[src/rtl/hlt_pkg.sv]
`timescale 1ns / 1ps

package hlt_pkg;

  localparam logic [1:0] STATUS_UPDATED = 2'd0;
  localparam logic [1:0] STATUS_JOINED  = 2'd1;
  localparam logic [1:0] STATUS_FULL    = 2'd2;
  localparam logic [1:0] STATUS_REPORT  = 2'd3;

  localparam int SUM_W   = 39;
  localparam int INDEX_W = 7;
  localparam int ALIVE_W = 8;

  localparam int CFG_ADDR_W = 3;
  localparam logic CFG_IDX_TIMEOUT = 1'b0;
  localparam logic [15:0] TIMEOUT_RESET = 16'd5;

  typedef struct packed {
    logic        action;
    logic [63:0] name_tag;
    logic [31:0] sender_ip;
    logic [31:0] total_mb;
    logic [31:0] free_mb;
  } in_item_t;

  typedef struct packed {
    logic [1:0]         status;
    logic [INDEX_W-1:0] node_index;
    logic [ALIVE_W-1:0] alive_count;
    logic [SUM_W-1:0]   pooled_total_mb;
    logic [SUM_W-1:0]   pooled_free_mb;
  } out_item_t;

  typedef struct packed {
    logic [63:0] name;
    logic [31:0] ip;
    logic [31:0] total;
    logic [31:0] free;
    logic [31:0] seen_sec;
  } entry_t;

  typedef struct packed {
    logic start;
    logic scan;
    logic finish;
  } hlt_cmd_t;

  typedef struct packed {
    logic scan_done;
    logic out_free;
  } hlt_sts_t;

endpackage

[src/rtl/hlt_ctrl.sv]
`timescale 1ns / 1ps

module hlt_ctrl (
  input  logic              clk,
  input  logic              rst,
  input  logic              in_valid,
  output logic              in_stall,
  input  hlt_pkg::hlt_sts_t sts,
  output hlt_pkg::hlt_cmd_t cmd
);
  import hlt_pkg::*;

  localparam logic [1:0] ST_IDLE = 2'd0;
  localparam logic [1:0] ST_SCAN = 2'd1;
  localparam logic [1:0] ST_DONE = 2'd2;

  logic [1:0] state;
  logic [1:0] state_next;

  always_comb begin
    state_next = state;
    cmd        = '0;
    case (state)
      ST_IDLE: begin
        if (in_valid) begin
          cmd.start  = 1'b1;
          state_next = ST_SCAN;
        end
      end
      ST_SCAN: begin
        cmd.scan = 1'b1;
        if (sts.scan_done) begin
          state_next = ST_DONE;
        end
      end
      ST_DONE: begin
        if (sts.out_free) begin
          cmd.finish = 1'b1;
          state_next = ST_IDLE;
        end
      end
      default: begin
        state_next = ST_IDLE;
      end
    endcase
  end

  assign in_stall = (state != ST_IDLE);

  always_ff @(posedge clk) begin
    if (rst) begin
      state <= ST_IDLE;
    end else begin
      state <= state_next;
    end
  end

endmodule

[config.mk]
export PLATFORM = sky130hd
export DESIGN_NAME = hlt_ctrl
export DESIGN_NICKNAME = d
export VERILOG_FILES = /design/src/rtl/hlt_pkg.sv /design/src/rtl/hlt_ctrl.sv
export SDC_FILE = /design/constraint.sdc
export NUM_CORES = 1
export LEC_CHECK = 0
export BUFFER_PORTS_ARGS = -buffer_cell sky130_fd_sc_hd__buf_4
export CORE_AREA = 2 2 39 41
export DETAILED_ROUTE_END_ITERATION = 6
export DIE_AREA = 0 0 41 43
export PLACE_DENSITY = 0.3
export SETUP_SLACK_MARGIN = 0.02
export SLEW_MARGIN = 20
export SYNTH_ARGS = -nofsm -noshare
export SYNTH_HDL_FRONTEND = slang
export SYNTH_SLANG_ARGS = --single-unit
[constraint.sdc]
create_clock -name clk -period 1.19 [get_ports clk]
set_clock_uncertainty 0.05 [all_clocks]
set_input_delay 0.2975 -clock clk [delete_from_list [all_inputs] [get_ports clk]]
set_output_delay 0.2975 -clock clk [all_outputs]
set_load 0.01 [all_outputs]
## After elaboration in Yosys (flattened, before gate mapping)

Cells that the tools add are included.

- Bits in registers: 2
- Logic and storage cells: 18
- Output and inout port bits: 4
- Input port bits: 5

- Equality and inequality tests: 5
- Multiplexer cells: 9
- Reductions and logical operators: 3

Operator list:

| kind | number |
|---|---|
| $mux 2 | 3 |
| $ne 2x2->1 const B | 3 |
| $pmux 2 s3 | 1 |
| $mux 1 | 5 |
| $reduce_and 3->1 | 1 |
| $eq 2x1->1 const B | 1 |
| $eq 2x2->1 const B | 1 |
| $logic_not 2->1 | 1 |
| $reduce_bool 2->1 | 1 |

## Longest topological paths before layout

Gate-level depths: netlist (run 1).

- Depth in word-level cells: 3
- Mapped depth: 2
- Depth with buffers taken out: 2

## Least setup slack after synthesis (run 1)

OpenSTA, ideal clock, no wires.

- Kind: flip-flop to output port
- Start: register state[1]
- End: output cmd[2] (netlist bit)
- Required time: 0.842 ns
- Path slack: 0.079 ns
- Arrival: 0.764 ns
- Stages on the path, launching flop included: 3
- Buffers on the path: 0
- Cell sequence: dfxtp_1 -> or2_1 -> nor2_1

RTL lines:

| item | RTL line | RTL |
|---|---|---|
| from (decl) | hlt_ctrl.sv:17 | `logic [1:0] state;` |
| from (signal assigned) | hlt_ctrl.sv:54 | `state <= state_next;` |
| to (decl) | hlt_ctrl.sv:9 | `output hlt_pkg::hlt_cmd_t cmd` |

==> out/metrics.yaml, run 1 <==
timing:
  setup-tns-final_ns: -0.416
  post-route-period-util: 1.13
  clock.fmax_mhz: 741
  layout_setup_ws_ns: -0.159
  maxSlewHeadroom: 0.801
  grt_setup_unrepaired: "true"
  drv_slew: 0
  hold_viol: 0
  worst_pin_slew_ns: 0.297
  setup_viol: 4
  hold-worst-slack_ns: 0.184
  fin_crit_ns: 1.35
synth:
  synth_area_leaders: "dfxtp_1 35%, a2111oi_1 8.7%, and3b_2 8.7%, and2b_2 7.6%, or3b_1 7.6%"
  synth_area_um2: 115
  syn_inst: 13
  syn_area_per_cell_um2: 8.85
  yosys.cell_types.count: 11
  yosysWarnings: 0
  synth_top_cell_by_area: "dfxtp_1"
  yosysTopAreaCellShare: 0.348
  syn_nets: 18
  synth_seq_cells: 2
  ys_seq_area_frac: 0.348
power_and_ir_drop:
  p_comb_frac: 0.244
  finalPower_mw: 0.299
  leakage_nw: 0.122
  peakVddDrop_uv: 231
  powerDensity_nw_per_um2: 1130
  p_int_mw: 0.233
  power_frac_seq: 0.265
  netSwitchingFraction: 0.220
  p_sw_mw: 0.0657
  clockPowerShare: 0.491
run_status:
  status: "complete, but fails checks"
  violations: "negative setup slack"
layout:
  fin_util: 0.191
  syn2layout_area_growth_pct: 129
  final_cell_mix: "6 x buf_6, 5 x buf_4, 3 x clkbuf_4"
  fin_nets: 33
  drive_gt1_frac: 0.769
  final_cells: 42
  largest_register_ffs: 2
  final_common_cell: "buf_6"
  final_area_um2: 264
  regMostFlops: "state"
  diodes: 0
  largestRegisters: "state: 2 flops"
clock_tree:
  cts_root_buf: "clkbuf_4"
  cts_hold_buf: 0
  insertion_delay_ns: 0.22
  clk_path_buf_depth: 2
  cts_buffers: 3
  cts.htree.levels: 1
  path_clk_slew_ns: 0.03
  cts_tree: "built"
  cts_sinks: 2
global_route:
  grt_pass1_wl_um: 455
  grt_max_degree: 8
  antenna_found_initial: 0
  grt_overflow: 0
  grt_pass1_vias: 129
  grtUsageTotal: 0.0430
floorplan:
  row_count: 14
  die_h_um: 43
  io_pins: 9
  dieArea_um2: 1760
  die_x_um: 41
  core_um2: 1380
  initial_core_util: 0.0832
placed_design:
  place_inst: 36
  pre_cts_slack_ns: 0.0491
  gp_congestion: 0.561
  io_buffers: 8
  place_area_um2: 188
worst_setup_path:
  crit_required_ns: 0.84
  cp_max_fo: 3
  criticalPathCategory: "reg2out"
  arrival_ns: 1.00
  worst_setup_path_end_kind: "primary output"
  startpoint_type: "register"
routing:
  first_pass_iters: 2
  drt_iter0_markers: 1
  wl_per_cell_um: 8.05
  antenna_left: 0
  drc_errors: 0
  vias: 140
  drt-total-wl_um: 338
  vias_per_cell: 3.33
job:
  maxCapViolations: 0
min_path:
  hold_class: "in2reg"
## kinds of logic after synthesis
| kind of cell | Yosys count | synth area share |
|---|---|---|
| AO/OA/AOI/OAI | 2 | 0.130 |
| buffers and inverters | 2 | 0.0978 |
| flip-flops | 2 | 0.348 |
| AND/OR/NAND/NOR | 7 | 0.424 |
## power by group through the flow
| stage | Combinational (mW) | Sequential (mW) | Clock [mW] |
|---|---|---|---|
| floorplan | 0.0265 | 0.0777 | 0 |
| global placement | 0.0528 | 0.0791 | 0 |
| detailed placement | 0.0520 | 0.0791 | 0 |
| CTS | 0.0580 | 0.0787 | 0.159 |
| global route | 0.0797 | 0.0801 | 0.165 |
| finish | 0.0729 | 0.0791 | 0.147 |
## metal layers
metal  global-route usage  share of wire
met3               0.0366           0.21
met1               0.0413           0.41
met2               0.0438           0.38
met4               0.0600              0
met5                    0              0
## layout make-up
| cell class | count | area (um2) |
|---|---|---|
| fill | 159 | 1120 |
| timing repair buffer | 11 | 105 |
| multi-input combinational | 9 | 70.1 |
| sequential | 2 | 42.5 |
| clock buffer | 3 | 22.5 |
| tap | 16 | 20.0 |
| inverter | 1 | 3.75 |
## critical path, stage by stage (launching register included)
cell and delay [ns]:
dfxtp_2 0.32, or2_4 0.25, nor2_1 0.09, buf_4 0.12
## path summary, 6_finish.rpt
path	endpoint	from	slack, ns	depth (start not counted)
setup / recovery	cmd[2]	state[1]	-0.16	3
hold / removal	state[1]	rst	0.18	2
setup reg to reg	state[1]	state[1]	0.01	5
hold reg to reg	state[0]	state[0]	0.43	1
## cell usage after synthesis
library cell,number
and2b_2,1
inv_1,1
buf_4,1
a2111oi_1,1
nor2_1,2
nand3b_1,1
or2_1,1
dfxtp_1,2
a21oi_1,1
or3b_1,1
and3b_2,1
## what timing repair did
item | CTS | global route
endpoints found under the hold margin | 0 | 0
pin swaps | 0 | 1
buffers inserted | 1 | 2
gates resized for setup | 4 | 6
endpoints found under the setup margin | 4 | 4
No activity file was read; power rests on OpenSTA's default activity.
==> run 2, diff against run 1 <==
Settings changed: CTS_BUF_LIST from default to sky130_fd_sc_hd__clkbuf_4, CTS_CLUSTER_DIAMETER from default to 120, TNS_END_PERCENT from default to 20.
==> out/metrics.yaml, run 2 (synthesis results as in run 1) <==
power_and_ir_drop:
  p_comb_frac: 0.195  # was 0.244
  netSwitchingFraction: 0.221  # was 0.220
  p_int_mw: 0.218  # was 0.233 mW
  power_frac_seq: 0.281  # was 0.265
  p_sw_mw: 0.0618  # was 0.0657 mW
  powerDensity_nw_per_um2: 1260  # was 1130 nW/um2
  clockPowerShare: 0.524  # was 0.491
  leakage_nw: 0.102  # was 0.122 nW
  peakVddDrop_uv: 216  # was 231 uV
clock_tree:
  cts_resized: 4  # unchanged
  cts_root_buf: "clkbuf_4"  # unchanged
  clk_path_buf_depth: 2  # unchanged
  cts_hold_buf: 0  # unchanged
  path_clk_slew_ns: 0.03  # about the same
  insertion_delay_ns: 0.22  # about the same
  postCtsSetupBuffers: 0  # was 1
  cts_tree: "built"  # unchanged
  cts_sinks: 2  # unchanged
  cts.htree.levels: 1  # unchanged
  cts_buffers: 3  # unchanged
placed_design:
  gp_congestion: 0.561  # unchanged
  pre_cts_slack_ns: 0.0491  # unchanged
  io_buffers: 8  # unchanged
  place_inst: 36  # unchanged
worst_setup_path:
  reg2reg_slack_ns: 0.21  # was 0.01 ns
  worst_setup_path_end_kind: "primary output"  # unchanged
  worstReg2RegStart: "state[0]"  # was state[1]
  worst_r2r_path_depth: 2  # was 5
  path_buf_inv: 1  # unchanged
  slowest_stage: "dfxtp_2"  # unchanged
  path_cells: "or2_1 -> nor2_1 -> buf_4"  # was or2_4 -> nor2_1 -> buf_4
  criticalPathCategory: "reg2out"  # unchanged
  arrival_ns: 1.01  # was 1.00 ns
  startpoint_type: "register"  # unchanged
  slowest_delay_ns: 0.32  # about the same
  crit_required_ns: 0.84  # about the same
  rr_endpoint: "state[1]"  # unchanged
  cp_top_family: "simple AND/OR/NAND/NOR gates"  # unchanged
  cp_max_fo: 6  # was 3
layout:
  n_fill_cell: 164  # was 159
  largestRegisters: "state: 2 flops"  # unchanged
  register_area_um2: 45.0  # was 42.5 um2
  drive_gt1_frac: 0.652  # was 0.769
  final_cell_mix: "6 x buf_4, 3 x clkbuf_4, 2 x nor2_1, 2 x buf_6"  # was 6 x buf_6, 5 x buf_4, 3 x clkbuf_4
  final_common_cell: "buf_4"  # was buf_6
  fin_nets: 30  # was 33
  syn2layout_area_growth_pct: 93.5  # was 129%
  largest_register_ffs: 2  # unchanged
  final_cells: 39  # was 42
  diodes: 0  # unchanged
  regMostFlops: "state"  # unchanged
  multi_input_area_um2: 63.8  # was 70.1 um2
  fin_util: 0.161  # was 0.191
floorplan:
  die_h_um: 43  # unchanged
  row_count: 14  # unchanged
  initial_core_util: 0.0832  # unchanged
  dieArea_um2: 1760  # unchanged
  io_pins: 9  # unchanged
  die_x_um: 41  # unchanged
  core_um2: 1380  # unchanged
timing:
  hold-worst-slack_ns: 0.188  # was 0.184 ns
  fin_crit_ns: 1.35  # about the same
  setup-tns-final_ns: -0.368  # was -0.416 ns
  setup_viol: 4  # unchanged
  layout_setup_ws_ns: -0.164  # was -0.159 ns
  clock.fmax_mhz: 739  # was 741 MHz
  maxSlewHeadroom: 0.800  # was 0.801
  drv_slew: 0  # unchanged
  post-route-period-util: 1.14  # was 1.13
  hold_viol: 0  # unchanged
  grt_setup_unrepaired: "true"  # unchanged
  worst_pin_slew_ns: 0.299  # was 0.297 ns
global_route:
  grt_overflow: 0  # unchanged
  grt_max_degree: 8  # unchanged
  antenna_found_initial: 0  # unchanged
  grt_pass1_wl_um: 427  # was 455 um
  grt_pass1_vias: 120  # was 129
  grtUsageTotal: 0.0410  # was 0.0430
min_path:
  whs_path_depth: 2  # unchanged
  hold_class: "in2reg"  # unchanged
  min-delay-start: "rst"  # unchanged
  min_to: "state[1]"  # unchanged
run_status:
  status: "complete, but fails checks"  # unchanged
  violations: "negative setup slack"  # unchanged
routing:
  vias_per_cell: 3.44  # was 3.33
  vias: 134  # was 140
  drc_errors: 0  # unchanged
  first_pass_iters: 2  # unchanged
  antenna_left: 0  # unchanged
  wl_per_cell_um: 8.15  # was 8.05 um
  drt-total-wl_um: 318  # was 338 um
  drt_iter0_markers: 2  # was 1
job:
  maxCapViolations: 0  # unchanged
run 2: how the worst max path moves through the flow:
stage                         to  depth (start not counted)      from
after detailed placement  cmd[2]                          3  state[1]
final                     cmd[2]                          3  state[1]
after global routing      cmd[2]                          3  state[1]
after global placement    cmd[2]                          3  state[1]
after CTS                 cmd[2]                          3  state[1]
after floorplan           cmd[2]                          2  state[1]
run 2: power by group through the flow:
stage / Sequential (mW) / Combinational, mW / Clock, mW
finish: 0.0786 / 0.0547 / 0.147
floorplan: 0.0777 / 0.0265 / 0
detailed placement: 0.0791 / 0.0520 / 0
global placement: 0.0791 / 0.0528 / 0
CTS: 0.0793 / 0.0552 / 0.159
global route: 0.0801 / 0.0602 / 0.165
run 2: final cells by class:
type	instances	share of cell area
Clock buffer	3	0.101
Inverter	1	0.0169
Tap cell	16	0.0899
Multi-Input combinational cell	9	0.287
Sequential cell	2	0.202
Timing Repair Buffer	8	0.303
run 2: metal layers:
layer,vias up,part of all wire,track usage
met4,0,0,0.0600
met1,60,0.38,0.0381
li1,65,-,-
met2,9,0.40,0.0406
met5,-,0,0
met3,0,0.23,0.0366
run 2: per-stage QoR:
step | instance area, um2 | power [mW]
global placement | 188 | 0.132
CTS | 220 | 0.294
floorplan | 115 | 0.104
global route | 223 | 0.305
detailed placement | 188 | 0.131
finish | 223 | 0.280
